**config.mk**
```make
export PLATFORM = sky130hd
export DESIGN_NAME = char_lcd_scrolling_console_unit
export DESIGN_NICKNAME = d
export VERILOG_FILES = /design/src/rtl/clcd_pkg.sv /design/src/rtl/clcd_line_store.sv /design/src/rtl/char_lcd_scrolling_console_unit.sv
export SDC_FILE = /design/constraint.sdc
export NUM_CORES = 1
export LEC_CHECK = 0
export ABC_CLOCK_PERIOD_IN_PS = 4050
export BUFFER_PORTS_ARGS = -buffer_cell sky130_fd_sc_hd__buf_2
export CAP_MARGIN = 20
export CELL_PAD_IN_SITES_DETAIL_PLACEMENT = 0
export CELL_PAD_IN_SITES_GLOBAL_PLACEMENT = 1
export CORE_UTILIZATION = 30
export DETAILED_ROUTE_END_ITERATION = 16
export PLACE_DENSITY_LB_ADDON = 0.1
export SYNTH_ARGS = -nofsm -noshare
export SYNTH_HDL_FRONTEND = slang
export SYNTH_HIERARCHICAL = 1
export SYNTH_SLANG_ARGS = --single-unit
```
**constraint.sdc**
```tcl
create_clock -name clk -period 4.05 [get_ports clk]
set_input_delay 0 -clock clk [delete_from_list [all_inputs] [get_ports clk]]
set_output_delay 0 -clock clk [all_outputs]
set_load 0.05 [all_outputs]
```
**src/rtl/clcd_pkg.sv**
```systemverilog
// Shared constants, codes and types for the two-line character LCD console.
// Used by the line store, the top level and the port checker.
package clcd_pkg;

    localparam int LINE_LENGTH = 16;
    localparam int COL_W       = $clog2(LINE_LENGTH + 1);
    localparam int IDX_W       = $clog2(LINE_LENGTH);

    localparam logic [7:0] SPACE_CHAR   = 8'h20;
    localparam logic [7:0] CMD_CLEAR    = 8'h01;
    localparam logic [7:0] CMD_HOME     = 8'h02;
    localparam logic       CMD_SET_ADDR = 1'b1;
    localparam logic [3:0] TAB_MAX      = 4'd8;

    localparam logic [7:0] CHAR_BS = 8'd8;
    localparam logic [7:0] CHAR_HT = 8'd9;
    localparam logic [7:0] CHAR_LF = 8'd10;
    localparam logic [7:0] CHAR_FF = 8'd12;
    localparam logic [7:0] CHAR_CR = 8'd13;

    localparam logic [1:0] CFG_FIRST_ADDR  = 2'd0;
    localparam logic [1:0] CFG_SECOND_ADDR = 2'd1;
    localparam logic [1:0] CFG_TAB_WIDTH   = 2'd2;

    typedef struct packed {
        logic             scroll;
        logic             wr_en;
        logic             wr_line;
        logic [IDX_W-1:0] wr_idx;
        logic [7:0]       wr_data;
    } store_wr_t;

endpackage

```
**src/rtl/clcd_line_store.sv**
```systemverilog
// Shadow copy of both display lines, reset to spaces, one read port.
// Scroll copies one cell of line two into line one and blanks it.
// Depends on clcd_pkg.
module clcd_line_store
(
    input  logic                       clk,
    input  logic                       rst_n,
    input  clcd_pkg::store_wr_t        wr,
    input  logic                       rd_line,
    input  logic [clcd_pkg::IDX_W-1:0] rd_idx,
    output logic [7:0]                 rd_data
);

    logic [7:0] store_reg [2][clcd_pkg::LINE_LENGTH];

    always_ff @(posedge clk or negedge rst_n)
    begin
        if (!rst_n)
        begin
            for (int l = 0; l < 2; l++)
            begin
                for (int i = 0; i < clcd_pkg::LINE_LENGTH; i++)
                begin
                    store_reg[l][i] <= clcd_pkg::SPACE_CHAR;
                end
            end
        end
        else if (wr.scroll)
        begin
            store_reg[0][wr.wr_idx] <= store_reg[1][wr.wr_idx];
            store_reg[1][wr.wr_idx] <= clcd_pkg::SPACE_CHAR;
        end
        else if (wr.wr_en)
        begin
            store_reg[wr.wr_line][wr.wr_idx] <= wr.wr_data;
        end
    end

    assign rd_data = store_reg[rd_line][rd_idx];

endmodule

```
**src/rtl/char_lcd_scrolling_console_unit.sv**
```systemverilog
// Top level of the two-line character LCD scrolling console.
// Sequencer, cursor state, configuration registers and output staging.
// Depends on clcd_pkg and clcd_line_store.
//
//  channel | direction | signals                          | item
//  s       | in        | s_tvalid s_tready s_tdata        | character code
//  m       | out       | m_tvalid m_tready m_tdata/tuser  | LCD byte, tlast on final byte
//  cfg     | in        | cfg_valid cfg_ready cfg_index    | register write, always ready
//
// One shared index counter and one store read port produce one byte per cycle while m is
// not stalled.
// s_tready is high only while the sequencer is idle.
// A stall on m holds the sequencer. Reset fills the line store with spaces at once.
module char_lcd_scrolling_console_unit
(
    input  logic       clk,
    input  logic       rst_n,
    input  logic       s_tvalid,
    output logic       s_tready,
    input  logic [7:0] s_tdata,   // [7:0] char_code
    output logic       m_tvalid,
    input  logic       m_tready,
    output logic [7:0] m_tdata,   // [7:0] byte_value
    output logic       m_tuser,   // [0] is_command
    output logic       m_tlast,
    input  logic       cfg_valid,
    output logic       cfg_ready,
    input  logic [1:0] cfg_index,
    input  logic [6:0] cfg_data
);

    typedef enum logic [3:0] {
        S_IDLE, S_NL_CLR, S_NL_HOME, S_NL_SET1, S_NL_SCROLL, S_NL_SET2, S_FF_DATA,
        S_CHAR, S_BS_CLR, S_BS_HOME, S_BS_SET1, S_BS_LINE1, S_BS_SET2, S_BS_LINE2,
        S_TAB, S_FLUSH
    } state_t;

    localparam logic [clcd_pkg::COL_W-1:0] LINE_END = clcd_pkg::COL_W'(clcd_pkg::LINE_LENGTH);

    state_t                     state_reg, state_next;
    logic [7:0]                 char_reg, char_next;
    logic [clcd_pkg::COL_W-1:0] column_reg, column_next;
    logic                       on_second_reg, on_second_next;
    logic [clcd_pkg::COL_W-1:0] idx_reg, idx_next;
    logic [6:0]                 first_addr_reg, second_addr_reg;
    logic [3:0]                 tab_reg;
    logic                       pend_valid_reg, pend_valid_next;
    logic                       pend_cmd_reg, pend_cmd_next;
    logic [7:0]                 pend_byte_reg, pend_byte_next;
    logic                       out_valid_reg, out_valid_next;
    logic                       out_cmd_reg, out_cmd_next;
    logic [7:0]                 out_byte_reg, out_byte_next;
    logic                       out_last_reg, out_last_next;

    logic                       adv;
    logic                       emit;
    logic                       emit_cmd;
    logic [7:0]                 emit_byte;
    logic                       finish;
    logic                       push;
    logic                       rd_line;
    logic [7:0]                 rd_data;
    clcd_pkg::store_wr_t        wr;
    logic [3:0]                 tab_lim;
    logic                       c_nl, c_ff, in_nl, in_ff;
    logic [clcd_pkg::COL_W-1:0] col_dec;

    clcd_line_store u_store
    (
        .clk     (clk),
        .rst_n   (rst_n),
        .wr      (wr),
        .rd_line (rd_line),
        .rd_idx  (idx_reg[clcd_pkg::IDX_W-1:0]),
        .rd_data (rd_data)
    );

    assign adv     = !out_valid_reg || m_tready;
    assign tab_lim = (tab_reg > clcd_pkg::TAB_MAX) ? clcd_pkg::TAB_MAX : tab_reg;
    assign c_nl    = (char_reg == clcd_pkg::CHAR_LF) || (char_reg == clcd_pkg::CHAR_CR);
    assign c_ff    = (char_reg == clcd_pkg::CHAR_FF);
    assign in_nl   = (s_tdata == clcd_pkg::CHAR_LF) || (s_tdata == clcd_pkg::CHAR_CR);
    assign in_ff   = (s_tdata == clcd_pkg::CHAR_FF);
    assign col_dec = column_reg - 1'b1;

    always_comb
    begin
        state_next     = state_reg;
        char_next      = char_reg;
        column_next    = column_reg;
        on_second_next = on_second_reg;
        idx_next       = idx_reg;
        emit           = 1'b0;
        emit_cmd       = 1'b0;
        emit_byte      = 8'h00;
        finish         = 1'b0;
        rd_line        = 1'b0;
        wr             = '0;

        if (state_reg == S_IDLE)
        begin
            if (s_tvalid)
            begin
                char_next = s_tdata;
                if (column_reg == LINE_END || in_nl || in_ff)
                begin
                    state_next = on_second_reg ? S_NL_CLR : S_NL_SET2;
                end
                else
                begin
                    state_next = S_CHAR;
                end
            end
        end
        else if (adv)
        begin
            unique case (state_reg)
                S_NL_CLR, S_BS_CLR:
                begin
                    emit       = 1'b1;
                    emit_cmd   = 1'b1;
                    emit_byte  = clcd_pkg::CMD_CLEAR;
                    state_next = (state_reg == S_NL_CLR) ? S_NL_HOME : S_BS_HOME;
                end
                S_NL_HOME, S_BS_HOME:
                begin
                    emit       = 1'b1;
                    emit_cmd   = 1'b1;
                    emit_byte  = clcd_pkg::CMD_HOME;
                    state_next = (state_reg == S_NL_HOME) ? S_NL_SET1 : S_BS_SET1;
                end
                S_NL_SET1, S_BS_SET1:
                begin
                    emit       = 1'b1;
                    emit_cmd   = 1'b1;
                    emit_byte  = {clcd_pkg::CMD_SET_ADDR, first_addr_reg};
                    idx_next   = '0;
                    state_next = (state_reg == S_NL_SET1) ? S_NL_SCROLL : S_BS_LINE1;
                end
                S_NL_SCROLL:
                begin
                    rd_line = 1'b1;
                    if (idx_reg == LINE_END)
                    begin
                        state_next = S_NL_SET2;
                    end
                    else
                    begin
                        emit      = 1'b1;
                        emit_byte = rd_data;
                        wr.scroll = 1'b1;
                        wr.wr_idx = idx_reg[clcd_pkg::IDX_W-1:0];
                        idx_next  = idx_reg + 1'b1;
                    end
                end
                S_NL_SET2:
                begin
                    emit           = 1'b1;
                    emit_cmd       = 1'b1;
                    emit_byte      = {clcd_pkg::CMD_SET_ADDR, second_addr_reg};
                    on_second_next = 1'b1;
                    column_next    = c_ff ? column_reg : '0;
                    idx_next       = '0;
                    state_next     = c_ff ? S_FF_DATA : S_CHAR;
                end
                S_FF_DATA, S_BS_LINE2:
                begin
                    rd_line = 1'b1;
                    if (idx_reg == column_reg)
                    begin
                        state_next = (state_reg == S_FF_DATA) ? S_CHAR : S_FLUSH;
                    end
                    else
                    begin
                        emit      = 1'b1;
                        emit_byte = rd_data;
                        idx_next  = idx_reg + 1'b1;
                    end
                end
                S_CHAR:
                begin
                    idx_next = '0;
                    if (char_reg == clcd_pkg::CHAR_BS)
                    begin
                        if (column_reg != '0)
                        begin
                            column_next = col_dec;
                            wr.wr_en    = 1'b1;
                            wr.wr_line  = on_second_reg;
                            wr.wr_idx   = col_dec[clcd_pkg::IDX_W-1:0];
                            wr.wr_data  = clcd_pkg::SPACE_CHAR;
                            state_next  = S_BS_CLR;
                        end
                        else
                        begin
                            state_next = S_FLUSH;
                        end
                    end
                    else if (c_nl || c_ff)
                    begin
                        state_next = S_FLUSH;
                    end
                    else if (char_reg == clcd_pkg::CHAR_HT)
                    begin
                        state_next = S_TAB;
                    end
                    else
                    begin
                        emit      = 1'b1;
                        emit_byte = char_reg;
                        if (column_reg != LINE_END)
                        begin
                            wr.wr_en    = 1'b1;
                            wr.wr_line  = on_second_reg;
                            wr.wr_idx   = column_reg[clcd_pkg::IDX_W-1:0];
                            wr.wr_data  = char_reg;
                            column_next = column_reg + 1'b1;
                        end
                        state_next = S_FLUSH;
                    end
                end
                S_BS_LINE1:
                begin
                    if (idx_reg == (on_second_reg ? LINE_END : column_reg))
                    begin
                        state_next = on_second_reg ? S_BS_SET2 : S_FLUSH;
                    end
                    else
                    begin
                        emit      = 1'b1;
                        emit_byte = rd_data;
                        idx_next  = idx_reg + 1'b1;
                    end
                end
                S_BS_SET2:
                begin
                    emit       = 1'b1;
                    emit_cmd   = 1'b1;
                    emit_byte  = {clcd_pkg::CMD_SET_ADDR, second_addr_reg};
                    idx_next   = '0;
                    state_next = S_BS_LINE2;
                end
                S_TAB:
                begin
                    if (idx_reg == clcd_pkg::COL_W'(tab_lim))
                    begin
                        state_next = S_FLUSH;
                    end
                    else
                    begin
                        emit      = 1'b1;
                        emit_byte = clcd_pkg::SPACE_CHAR;
                        idx_next  = idx_reg + 1'b1;
                    end
                end
                S_FLUSH:
                begin
                    finish     = 1'b1;
                    state_next = S_IDLE;
                end
                default:
                begin
                    state_next = S_IDLE;
                end
            endcase
        end
    end

    // Hold one byte back so the final byte of a character can carry tlast.
    always_comb
    begin
        push            = adv && pend_valid_reg && (emit || finish);
        pend_valid_next = pend_valid_reg;
        pend_cmd_next   = pend_cmd_reg;
        pend_byte_next  = pend_byte_reg;
        out_valid_next  = out_valid_reg && !m_tready;
        out_cmd_next    = out_cmd_reg;
        out_byte_next   = out_byte_reg;
        out_last_next   = out_last_reg;
        if (emit)
        begin
            pend_valid_next = 1'b1;
            pend_cmd_next   = emit_cmd;
            pend_byte_next  = emit_byte;
        end
        else if (finish)
        begin
            pend_valid_next = 1'b0;
        end
        if (push)
        begin
            out_valid_next = 1'b1;
            out_cmd_next   = pend_cmd_reg;
            out_byte_next  = pend_byte_reg;
            out_last_next  = finish;
        end
    end

    always_ff @(posedge clk or negedge rst_n)
    begin
        if (!rst_n)
        begin
            state_reg       <= S_IDLE;
            char_reg        <= '0;
            column_reg      <= '0;
            on_second_reg   <= 1'b0;
            idx_reg         <= '0;
            first_addr_reg  <= 7'd0;
            second_addr_reg <= 7'd64;
            tab_reg         <= 4'd4;
            pend_valid_reg  <= 1'b0;
            pend_cmd_reg    <= 1'b0;
            pend_byte_reg   <= '0;
            out_valid_reg   <= 1'b0;
            out_cmd_reg     <= 1'b0;
            out_byte_reg    <= '0;
            out_last_reg    <= 1'b0;
        end
        else
        begin
            state_reg      <= state_next;
            char_reg       <= char_next;
            column_reg     <= column_next;
            on_second_reg  <= on_second_next;
            idx_reg        <= idx_next;
            pend_valid_reg <= pend_valid_next;
            pend_cmd_reg   <= pend_cmd_next;
            pend_byte_reg  <= pend_byte_next;
            out_valid_reg  <= out_valid_next;
            out_cmd_reg    <= out_cmd_next;
            out_byte_reg   <= out_byte_next;
            out_last_reg   <= out_last_next;
            if (cfg_valid)
            begin
                if (cfg_index == clcd_pkg::CFG_FIRST_ADDR)
                begin
                    first_addr_reg <= cfg_data;
                end
                else if (cfg_index == clcd_pkg::CFG_SECOND_ADDR)
                begin
                    second_addr_reg <= cfg_data;
                end
                else if (cfg_index == clcd_pkg::CFG_TAB_WIDTH)
                begin
                    tab_reg <= cfg_data[3:0];
                end
            end
        end
    end

    assign s_tready  = (state_reg == S_IDLE);
    assign cfg_ready = 1'b1;
    assign m_tvalid  = out_valid_reg;
    assign m_tdata   = out_byte_reg;
    assign m_tuser   = out_cmd_reg;
    assign m_tlast   = out_last_reg;

endmodule

```
==> impl_metrics.toml <==
[status]
outcome = "finished clean"

[clock_tree]
cts-htree-levels = 2
cts_tree = "yes"
cts_root_buffer = "clkbuf_16"
clk-insertion-delay-late_ns = 0.58
clkTransAtPathRegs_ns = 0.06
cts.path.max_buffers = 3
numCtsBuffers = 40
cts.sinks = 318
cts_setup_buffers = 0

[sta]
holdWs_ns = 0.0647
fin_crit_sh = 0.931
period_needed_ns = 3.77
rsz0062_at_grt = "yes"
fin_worst_skew_ns = 0.0254
max_freq_mhz = 265
report.final.slew_viol_count = 0
worst_pin_slew_ns = 1.13
setup_viol = 0
relSlewSlack = 0.250
setup_ws_ns = 0.281
finalHoldViolations = 0

[critical_path]
timing.rr.start = "char_reg[4]$_DFFE_PN0P_"
r2r-end = "u_store/store_reg[96]$_DFFE_PN0P_"
cp_max_fo = 16
worstSetupPathType = "reg2reg"
cp-end-kind = "register"
reg2reg_setup_slack_ns = 0.28
cp.required_ns = 4.50
worst_setup_path_start_kind = "register"
r2r.worst_path.cells = 10
crit_arrival_ns = 4.22

[yosys]
yosysSeqAreaShare = 0.452
synth_adder_area_share = 0.00410
syn_inst = 1507
syn_area_mm2 = 0.0177
synth-edff-count = 0
yosys.area_share.simple = 0.0673
synth-xor-area-share = 0.00346
synthArstFlopShare = 1.00
ys.warnings.count = 6
synthMuxAreaShare = 0.245
synth_nets = 1534
synth_compound_area_frac = 0.163
synthDistinctLibCells = 72
syn_avg_cell_area_um2 = 11.8
ys.flop_type = "dfrtp_1"
synth_top_family_by_area = "multiplexers"
yosys_register_bits = 318

[cells_and_area]
design_area_mm2 = 0.0208
finalNonFillerCells = 2374
drive_gt1_frac = 0.275
largest_reg_flops = 256
fin_nets = 1604
antenna_cells = 0
syn_to_final_growth_pct = 17.6

[floorplan]
row_count = 88
ioPinCount = 35
die_x_um = 245
die_area_mm2 = 0.0600
fp.coreArea_mm2 = 0.0580
die_height_um = 245
initial_utilization = 0.305

[power_and_ir_drop]
power.leakage_uw = 0.00861
ir_worst_vdd_mv = 0.292
cellPowerDensity_mw_per_mm2 = 612
finalPower_uw = 12800

[drt]
drt_iter0_drc = 1062
firstDrtPassIters = 4
drc = 0
postRouteAntennaNets = 0
viasPerCell = 5.59
post_drt_wl_per_cell_um = 27.9
wl_um = 66300
vias = 13300

[global_route]
grt_overflow = 0
grt_max_degree = 106
first_global_vias = 13500
track_usage = 0.224
grt_pass1_wl_um = 97600
grt_antenna_before_repair = 1

[run]
cap_violations = 0

[place]
hpwl_um = 44900
io_buffers = 33
placed_cells = 2276
preCtsSetupSlack_ns = 0.285
place.gp.congestion = 0.841
dpl_cell_area_mm2 = 0.0192

[min_path]
hp-class = "in2async"
kinds of logic (layout without fill, tap and decap cells):
logic type,Yosys count,count (layout)
adders and majority gates,6,6
xor gates and xnor gates,7,7
DFF,318,318
buffers and inverters,290,392
muxes,287,287
AOI/OAI and AO/OA,383,383
other,1,1
and+or+nand+nor,215,215
worst max-delay path, stage by stage, from the launching register on:
cell	delay, ns
dfrtp_1	0.40
or4b_4	0.58
nor3_1	0.15
buf_4	0.16
nand2_1	0.11
o31ai_1	0.47
o21ai_4	0.26
buf_4	0.23
nor2_1	0.40
nand3_1	0.49
a22o_1	0.38
report_power, final:
group | switching (uW) | internal (uW) | leakage [uW] | total (uW)
Sequential | 337 | 3650 | 0.00368 | 3980
Combinational | 3130 | 1880 | 0.00423 | 5010
Clock | 1510 | 2260 | 0.000692 | 3760
Total | 4970 | 7780 | 0.00861 | 12800
through the flow:
step	TNS, ns	util
floorplan	0	-
global placement	0	0.331
detailed placement	0	0.331
CTS	0	0.359
global route	-0.0531	0.359
finish	0	0.359
routing by layer:
layer  vias up  share of wire  track usage  wire, um
li1       5813              -            -         -
met1      7037           0.46        0.319     30700
met2       332           0.46        0.350     30600
met3        86          0.047       0.0330      3100
met4         0          0.028       0.0669      1860
met5         -              0            0         0
cell usage after synthesis (all sizes together) (5+ instances only):
cell type,count,share of area
nor3b,12,0.0051
a21o,5,0.0021
a221oi,5,0.0025
nand4b,6,0.0030
nor2b,12,0.0042
o21ai,32,0.0090
o22ai,5,0.0018
nand3,13,0.0037
ha,5,0.0035
and2,10,0.0035
nor3,14,0.0046
nand4,5,0.0018
dfstp,34,0.050
a31oi,136,0.049
buf,43,0.013
clkbuf,86,0.018
nand2,42,0.0089
a22o,115,0.057
nand2b,19,0.0067
a21oi,28,0.0098
a22oi,17,0.0072
nor4,14,0.0053
o221ai,5,0.0025
mux2,46,0.029
a211oi,8,0.0049
mux2i,129,0.073
nor2,43,0.0091
dfrtp,284,0.40
inv,161,0.034
mux4,112,0.14
what timing repair did:
item,4_1_cts,5_1_grt
hold endpoints to repair,124,0
gates resized for setup,0,1
setup endpoints to repair,0,3
hold buffers,24,0
layout by cell type (no fill, tap or decap), types with 13 or more instances in the layout:
cell	count
a21oi_1	18
a22o_1	115
a22oi_1	17
a31oi_1	135
buf_2	32
buf_4	95
clkbuf_16	41
clkbuf_8	14
dfrtp_1	282
dfstp_2	34
dlygate4sd3_1	24
inv_1	160
mux2_2	46
mux2i_1	129
mux4_2	112
nand2_1	42
nand2b_1	19
nand3_1	13
nor2_1	41
nor3_1	13
o21ai_0	31
layout make-up:
cell class                      instances  area (um^2)
Tap cell                              765          957
Clock inverter                         13          148
Multi-Input combinational cell        899         8650
Inverter                              161          604
Clock buffer                           61         1240
Fill cell                            5678        37200
Timing Repair Buffer                  157         1230
Sequential cell                       318         8010
how the worst max path moves through the flow:
stage,start,endpoint,slack [ns],cells past startpoint
after global placement,char_reg[4]$_DFFE_PN0P_,u_store/store_reg[59]$_DFFE_PN0P_,0.28,8
after global routing,char_reg[4]$_DFFE_PN0P_,u_store/store_reg[103]$_DFFE_PN0P_,-0.03,10
after CTS,char_reg[4]$_DFFE_PN0P_,u_store/store_reg[239]$_DFFE_PN0P_,0.24,12
after floorplan,state_reg[3]$_DFFE_PN0P_,u_store/store_reg[214]$_DFFE_PN0P_,0.08,11
final,char_reg[4]$_DFFE_PN0P_,u_store/store_reg[96]$_DFFE_PN0P_,0.28,10
after detailed placement,char_reg[4]$_DFFE_PN0P_,u_store/store_reg[59]$_DFFE_PN0P_,0.28,8
(Power assumes the default switching activity.)
